==> config.mk <==
export PLATFORM = sky130hd
export DESIGN_NAME = sha1_stream_hasher
export DESIGN_NICKNAME = d
export VERILOG_FILES = /design/src/hw/rtl/sha1s_pkg.sv /design/src/hw/rtl/sha1s_core.sv /design/src/hw/rtl/sha1_stream_hasher.sv
export SDC_FILE = /design/constraint.sdc
export NUM_CORES = 2
export LEC_CHECK = 0
export ABC_CLOCK_PERIOD_IN_PS = 35100
export BUFFER_PORTS_ARGS = -buffer_cell sky130_fd_sc_hd__buf_2
export CAP_MARGIN = 5
export CORE_MARGIN = 4
export CORE_UTILIZATION = 60
export DETAILED_ROUTE_END_ITERATION = 8
export GPL_ROUTABILITY_DRIVEN = 0
export PLACE_DENSITY = 0.83
export SLEW_MARGIN = 40
export SYNTH_ARGS = -nofsm -noshare
export SYNTH_HDL_FRONTEND = slang
export SYNTH_HIERARCHICAL = 1
export SYNTH_SLANG_ARGS = --single-unit
==> constraint.sdc <==
create_clock -name clk -period 35.1 [get_ports clk]
set_input_delay 0 -clock clk [delete_from_list [all_inputs] [get_ports clk]]
set_output_delay 0 -clock clk [all_outputs]
set_load 0.03 [all_outputs]
==> src/hw/rtl/sha1s_pkg.sv <==
// Shared constants and control types for the SHA-1 stream hasher.
`default_nettype none

package sha1s_pkg;

    localparam int DIGEST_WORDS = 5;
    localparam int ROUNDS       = 80;
    localparam int BLOCK_BYTES  = 64;
    localparam int LEN_BYTES    = 8;

    localparam logic [7:0] PAD_MARKER = 8'h80;

    localparam logic [31:0] K_0 = 32'h5a827999;
    localparam logic [31:0] K_1 = 32'h6ed9eba1;
    localparam logic [31:0] K_2 = 32'h8f1bbcdc;
    localparam logic [31:0] K_3 = 32'hca62c1d6;

    localparam logic [DIGEST_WORDS-1:0][31:0] H_INIT = {
        32'hc3d2e1f0, 32'h10325476, 32'h98badcfe, 32'hefcdab89, 32'h67452301
    };

    // Commands from the stream controller to the compression core.
    typedef struct packed {
        logic       push;       // shift one byte into the block buffer
        logic [7:0] push_byte;
        logic       start;      // compress the 64 buffered bytes
        logic       reinit;     // restore initial chaining values
    } core_ctrl_t;

    typedef struct packed {
        logic busy;
    } core_stat_t;

endpackage

`default_nettype wire

==> src/hw/rtl/sha1s_core.sv <==
// SHA-1 compression core: block buffer / schedule shift line and one shared round unit.
`default_nettype none

module sha1s_core
    import sha1s_pkg::*;
(
    input  wire                              clk,
    input  wire                              rst_n,
    input  core_ctrl_t                       ctrl,
    output core_stat_t                       stat,
    output logic [DIGEST_WORDS-1:0][31:0]    chain
);

    typedef enum logic [1:0] {P_IDLE, P_ROUND, P_ADD} phase_t;

    phase_t                          phase_reg;
    logic [6:0]                      round_reg;
    logic [DIGEST_WORDS-1:0][31:0]   chain_reg;
    logic [8*BLOCK_BYTES-1:0]        buf_reg;
    logic [31:0]                     a_reg, b_reg, c_reg, d_reg, e_reg;

    logic [31:0] w0, w2, w8, w13, sched_mix, sched_new;
    logic [31:0] f_val, k_val, temp;

    // Word i of the schedule window sits at the top end: word 0 is the oldest.
    assign w0  = buf_reg[511:480];
    assign w2  = buf_reg[447:416];
    assign w8  = buf_reg[255:224];
    assign w13 = buf_reg[95:64];
    assign sched_mix = w13 ^ w8 ^ w2 ^ w0;
    assign sched_new = {sched_mix[30:0], sched_mix[31]};

    always_comb
    begin
        priority if (round_reg < 7'd20)
        begin
            f_val = (b_reg & c_reg) | (~b_reg & d_reg);
            k_val = K_0;
        end
        else if (round_reg < 7'd40)
        begin
            f_val = b_reg ^ c_reg ^ d_reg;
            k_val = K_1;
        end
        else if (round_reg < 7'd60)
        begin
            f_val = (b_reg & c_reg) | (b_reg & d_reg) | (c_reg & d_reg);
            k_val = K_2;
        end
        else
        begin
            f_val = b_reg ^ c_reg ^ d_reg;
            k_val = K_3;
        end
    end

    assign temp = {a_reg[26:0], a_reg[31:27]} + f_val + e_reg + k_val + w0;

    always_ff @(posedge clk or negedge rst_n)
    begin
        if (!rst_n)
        begin
            phase_reg <= P_IDLE;
            round_reg <= '0;
            chain_reg <= H_INIT;
        end
        else
        begin
            unique case (phase_reg)
                P_IDLE:
                begin
                    if (ctrl.start)
                    begin
                        round_reg <= '0;
                        phase_reg <= P_ROUND;
                    end
                    if (ctrl.reinit)
                        chain_reg <= H_INIT;
                end
                P_ROUND:
                begin
                    round_reg <= round_reg + 7'd1;
                    if (round_reg == 7'(ROUNDS - 1))
                        phase_reg <= P_ADD;
                end
                P_ADD:
                begin
                    chain_reg[0] <= chain_reg[0] + a_reg;
                    chain_reg[1] <= chain_reg[1] + b_reg;
                    chain_reg[2] <= chain_reg[2] + c_reg;
                    chain_reg[3] <= chain_reg[3] + d_reg;
                    chain_reg[4] <= chain_reg[4] + e_reg;
                    phase_reg    <= P_IDLE;
                end
                default:
                    phase_reg <= P_IDLE;
            endcase
        end
    end

    // Working variables and buffer: no reset needed.
    always_ff @(posedge clk)
    begin
        if (phase_reg == P_IDLE)
        begin
            if (ctrl.start)
            begin
                a_reg <= chain_reg[0];
                b_reg <= chain_reg[1];
                c_reg <= chain_reg[2];
                d_reg <= chain_reg[3];
                e_reg <= chain_reg[4];
            end
            else if (ctrl.push)
                buf_reg <= {buf_reg[8*BLOCK_BYTES-9:0], ctrl.push_byte};
        end
        else if (phase_reg == P_ROUND)
        begin
            a_reg   <= temp;
            b_reg   <= a_reg;
            c_reg   <= {b_reg[1:0], b_reg[31:2]};
            d_reg   <= c_reg;
            e_reg   <= d_reg;
            buf_reg <= {buf_reg[8*BLOCK_BYTES-33:0], sched_new};
        end
    end

    assign stat.busy = (phase_reg != P_IDLE);
    assign chain     = chain_reg;

endmodule

`default_nettype wire

==> src/hw/rtl/sha1_stream_hasher.sv <==
// SHA-1 stream hasher top level: byte intake, padding sequencer and digest output.
// Every 64th byte starts a compression: the shared round unit runs 80 rounds, one
// per cycle, between the load of the working variables and the chain update.
// A closing beat pads one byte per cycle (pausing while a filled block compresses),
// compresses one or two blocks, then gives five digest beats. No beat is taken meanwhile.
// Reset (rst_n low, asynchronous) restores the initial chaining values and clears counts.
`default_nettype none

module sha1_stream_hasher
    import sha1s_pkg::*;
(
    input  wire         clk,
    input  wire         rst_n,
    input  wire         s_axis_tvalid,
    output logic        s_axis_tready,
    input  wire  [7:0]  s_axis_tdata,   // data_byte
    input  wire         s_axis_tuser,   // has_byte
    input  wire         s_axis_tlast,   // last_byte
    output logic        m_axis_tvalid,
    input  wire         m_axis_tready,
    output logic [31:0] m_axis_tdata,   // digest_word
    output logic [2:0]  m_axis_tuser,   // word_index
    output logic        m_axis_tlast    // final_word
);

    typedef enum logic [2:0] {S_IDLE, S_GO, S_WAIT, S_PAD, S_LEN, S_OUT} state_t;

    state_t       state_reg, ret_reg;
    logic [5:0]   fill_reg;
    logic [60:0]  total_reg;
    logic         marker_reg;
    logic [2:0]   len_cnt_reg;
    logic [2:0]   idx_reg;

    core_ctrl_t                     ctrl;
    core_stat_t                     stat;
    logic [DIGEST_WORDS-1:0][31:0]  chain;

    logic        in_acc, out_acc;
    logic [63:0] bit_len;
    logic [7:0]  len_byte;

    assign in_acc  = s_axis_tvalid && s_axis_tready;
    assign out_acc = m_axis_tvalid && m_axis_tready;
    assign bit_len = {total_reg, 3'b000};
    assign len_byte = bit_len[{3'd7 - len_cnt_reg, 3'b000} +: 8];

    always_comb
    begin
        ctrl = '0;
        unique case (state_reg)
            S_IDLE:
            begin
                ctrl.push      = in_acc && s_axis_tuser;
                ctrl.push_byte = s_axis_tdata;
            end
            S_GO:
                ctrl.start = 1'b1;
            S_PAD:
            begin
                ctrl.push      = 1'b1;
                ctrl.push_byte = marker_reg ? PAD_MARKER : 8'h00;
            end
            S_LEN:
            begin
                ctrl.push      = 1'b1;
                ctrl.push_byte = len_byte;
            end
            S_OUT:
                ctrl.reinit = out_acc && (idx_reg == 3'(DIGEST_WORDS - 1));
            default:
                ctrl = '0;
        endcase
    end

    sha1s_core u_core (
        .clk   (clk),
        .rst_n (rst_n),
        .ctrl  (ctrl),
        .stat  (stat),
        .chain (chain)
    );

    always_ff @(posedge clk or negedge rst_n)
    begin
        if (!rst_n)
        begin
            state_reg   <= S_IDLE;
            ret_reg     <= S_IDLE;
            fill_reg    <= '0;
            total_reg   <= '0;
            marker_reg  <= 1'b0;
            len_cnt_reg <= '0;
            idx_reg     <= '0;
        end
        else
        begin
            unique case (state_reg)
                S_IDLE:
                begin
                    if (in_acc)
                    begin
                        marker_reg <= 1'b1;
                        if (s_axis_tuser)
                        begin
                            fill_reg  <= fill_reg + 6'd1;
                            total_reg <= total_reg + 61'd1;
                        end
                        if (s_axis_tuser && fill_reg == 6'(BLOCK_BYTES - 1))
                        begin
                            state_reg <= S_GO;
                            ret_reg   <= s_axis_tlast ? S_PAD : S_IDLE;
                        end
                        else if (s_axis_tlast)
                            state_reg <= S_PAD;
                    end
                end
                S_GO:
                    state_reg <= S_WAIT;
                S_WAIT:
                begin
                    if (!stat.busy)
                        state_reg <= ret_reg;
                end
                S_PAD:
                begin
                    marker_reg <= 1'b0;
                    fill_reg   <= fill_reg + 6'd1;
                    if (fill_reg == 6'(BLOCK_BYTES - 1))
                    begin
                        state_reg <= S_GO;
                        ret_reg   <= S_PAD;
                    end
                    else if (fill_reg == 6'(BLOCK_BYTES - LEN_BYTES - 1))
                    begin
                        state_reg   <= S_LEN;
                        len_cnt_reg <= '0;
                    end
                end
                S_LEN:
                begin
                    fill_reg    <= fill_reg + 6'd1;
                    len_cnt_reg <= len_cnt_reg + 3'd1;
                    if (len_cnt_reg == 3'(LEN_BYTES - 1))
                    begin
                        state_reg <= S_GO;
                        ret_reg   <= S_OUT;
                        idx_reg   <= '0;
                    end
                end
                S_OUT:
                begin
                    if (out_acc)
                    begin
                        idx_reg <= idx_reg + 3'd1;
                        if (idx_reg == 3'(DIGEST_WORDS - 1))
                        begin
                            state_reg <= S_IDLE;
                            total_reg <= '0;
                            fill_reg  <= '0;
                        end
                    end
                end
                default:
                    state_reg <= S_IDLE;
            endcase
        end
    end

    assign s_axis_tready = (state_reg == S_IDLE);
    assign m_axis_tvalid = (state_reg == S_OUT);
    assign m_axis_tdata  = chain[idx_reg];
    assign m_axis_tuser  = idx_reg;
    assign m_axis_tlast  = (idx_reg == 3'(DIGEST_WORDS - 1));

endmodule

`default_nettype wire

==> flow_summary_export.csv <==
group,metric,value,unit
status,status,"finished, final reports clean",
die,die_h,309,um
routing,drcViolationCount,0,
die,initial_core_util,0.605,
global_routing,grt_overflow,0,
sta,worstMarginPinSlew,0.872,ns
logic_synthesis,synthFlopType,"edfxtp_1",
critical_path,critical_path_class,"reg2reg",
sta,period_share,0.202,
critical_path,cp-start-kind,"register",
global_routing,antenna_found_initial,0,
finish,final_nets,6067,
logic_synthesis,ys_async_sr_fraction,0.270,
finish,layout_common_cells,"nand2_1, edfxtp_1, a21oi_1, nor2_1, o21ai_0",
sta,fin_tns_setup,0,ns
logic_synthesis,synthesis.nets,6117,
critical_path,critPathArrivalTime,7.61,ns
finish,n_antenna_cell,0,
global_routing,grt_pass1_vias,41242,
critical_path,crit_required,35.63,ns
sta,final_hold_viol_count,0,
clock_network,cts.sinks,921,
routing,antenna_left,0,
run,maxCapViolCount,0,
hold_path,min_path_cells,5,
clock_network,cts_tree,"yes",
logic_synthesis,syn_area,54400,um^2
clock_network,cts_buffers,97,
sta,slew-limit-headroom,0.419,
critical_path,reg2regPathDepth,23,
routing,wl_per_cell,20.2,um
clock_network,cts.clk_slew.worst_paths,0.06,ns
logic_synthesis,ys_types,97,
clock_network,ctsHoldBuffers,11,
sta,fin_crit,7.08,ns
critical_path,crit_path_end_kind,"register",
hold_path,hp-class,"in2reg",
routing,dr.pass1.iters,9,
clock_network,clockBufferDepth,3,
clock_network,root_buffer,"clkbuf_16",
logic_synthesis,synth_edf_count,672,
global_routing,grt_first_pass_wirelength,224000,um
finish,final_common_cell,"nand2_1",
die,die_x,309,um
clock_network,post-cts-setup-buffer-count,0,
place,placed_cell_area,55900,um^2
routing,dr.first_iter.drc_count,5872,
place,dp_hpwl,96400,um
finish,fin_area,59200,um^2
sta,worst_clock_skew,0.0423,ns
sta,setup_viol,0,
die,ioPinCount,52,
clock_network,cts_resized,0,
finish,drive_above_1_share,0.0694,
logic_synthesis,yosys_warnings,6,
place,io_buffer_count,51,
critical_path,crit_fanout,19,
sta,max_freq,0.141,GHz
logic_synthesis,synth_area_per_cell,9.42,um^2
clock_network,cts.htree.levels,3,
global_routing,gr-usage-all-layers,0.294,
routing,vias,43181,
logic_synthesis,ys_seq_area_frac,0.487,
die,core,90000,um^2
clock_network,clk_latency,0.69,ns
logic_synthesis,yosys_register_bits,921,
die,rows,110,
die,die-area,95600,um^2
sta,maxSlewViolCount,0,
logic_synthesis,syn_inst,5778,
routing,routed_wl,141000,um
global_routing,grt_max_degree,152,
routing,via_per_inst,6.18,
finish,largest_register_ffs,512,
sta,rsz0062_at_grt,"no",
finish,area_growth,8.71,%
-- cells by family after synthesis --
kind of cell | share of synthesized area
AND/OR/NAND/NOR | 0.203
AO/OA/AOI/OAI | 0.111
flip-flops | 0.487
buffers and inverters | 0.0339
adder cells (fa/ha/maj) | 0.0920
XOR/XNOR | 0.0465
multiplexers | 0.0265
-- Yosys cell counts (48+ instances only) --
| cell type | number | share of area |
|---|---|---|
| mux2i_1 | 106 | 0.019 |
| nand4_1 | 48 | 0.0055 |
| xor2_1 | 119 | 0.019 |
| ha_1 | 200 | 0.046 |
| inv_1 | 231 | 0.016 |
| fa_1 | 125 | 0.046 |
| nand2_1 | 2010 | 0.14 |
| edfxtp_1 | 672 | 0.37 |
| dfrtp_1 | 169 | 0.078 |
| dfstp_2 | 80 | 0.039 |
| clkbuf_1 | 221 | 0.015 |
| nand3_1 | 74 | 0.0068 |
| a21o_1 | 91 | 0.013 |
| a21oi_1 | 285 | 0.026 |
| xnor2_1 | 170 | 0.027 |
| nor2_1 | 286 | 0.020 |
| o21ai_0 | 249 | 0.023 |
-- critical path, stage by stage (launching register included) --
cell	delay, ns
dfrtp_1	0.46
o21ai_0	0.17
nor2b_1	0.18
buf_4	0.22
inv_1	0.10
nand2_1	0.07
buf_4	0.25
clkinv_1	0.60
a221o_1	0.58
fa_1	0.54
inv_1	0.06
fa_1	0.55
inv_1	0.06
ha_1	0.30
a211o_1	0.35
a2111oi_4	0.38
nor3_2	0.09
a211oi_2	0.40
o211ai_2	0.21
a221oi_2	0.33
nor3b_2	0.28
o31ai_1	0.12
or4b_1	0.47
o2111ai_1	0.10
-- stage by stage --
step                       util  instances  hold slack, ns  setup WS [ns]
final                     0.657       6985          0.0734          28.02
after global routing      0.657       6985          0.0683          27.71
after CTS                 0.657       6985          0.0503          28.14
after detailed placement  0.621       6794         -0.0652          28.18
after global placement    0.618       6784           0.218          28.38
after floorplan               -       5778          -0.296           7.88
-- per-layer routing --
| layer | GRT usage | vias to the layer above | wire [um] |
|---|---|---|---|
| li1 | - | 19743 | - |
| met1 | 0.401 | 20707 | 55300 |
| met2 | 0.468 | 2337 | 65600 |
| met3 | 0.0521 | 394 | 14100 |
| met4 | 0.124 | 0 | 6240 |
| met5 | 0 | - | 0 |
-- final timing paths --
path / startpoint / endpoint / slack, ns
worst min register to register: u_core/round_reg[0] / u_core/round_reg[0] / 0.52
max in group asynchronous: rst_n / u_core/chain[94] / 33.79
min in group asynchronous: rst_n / u_core/chain[29] / 0.50
worst max-delay path: u_core/round_reg[4] / u_core/a_reg[30] / 28.02
worst min-delay path: s_axis_tdata[2] / u_core/buf_reg[2] / 0.07
worst max register to register: u_core/round_reg[4] / u_core/a_reg[30] / 28.02
-- final cells by class --
cell class | instances | area (um^2)
clock inverter | 50 | 497
tap | 1176 | 1470
inverter | 235 | 898
sequential | 921 | 26500
fill | 6714 | 30900
timing repair buffer | 103 | 976
multi-input combinational | 4370 | 26100
clock buffer | 130 | 2670
Power is left out: the tool's default activity adds up to more than one toggle a clock period on the data nets, which glitch-free logic cannot reach.
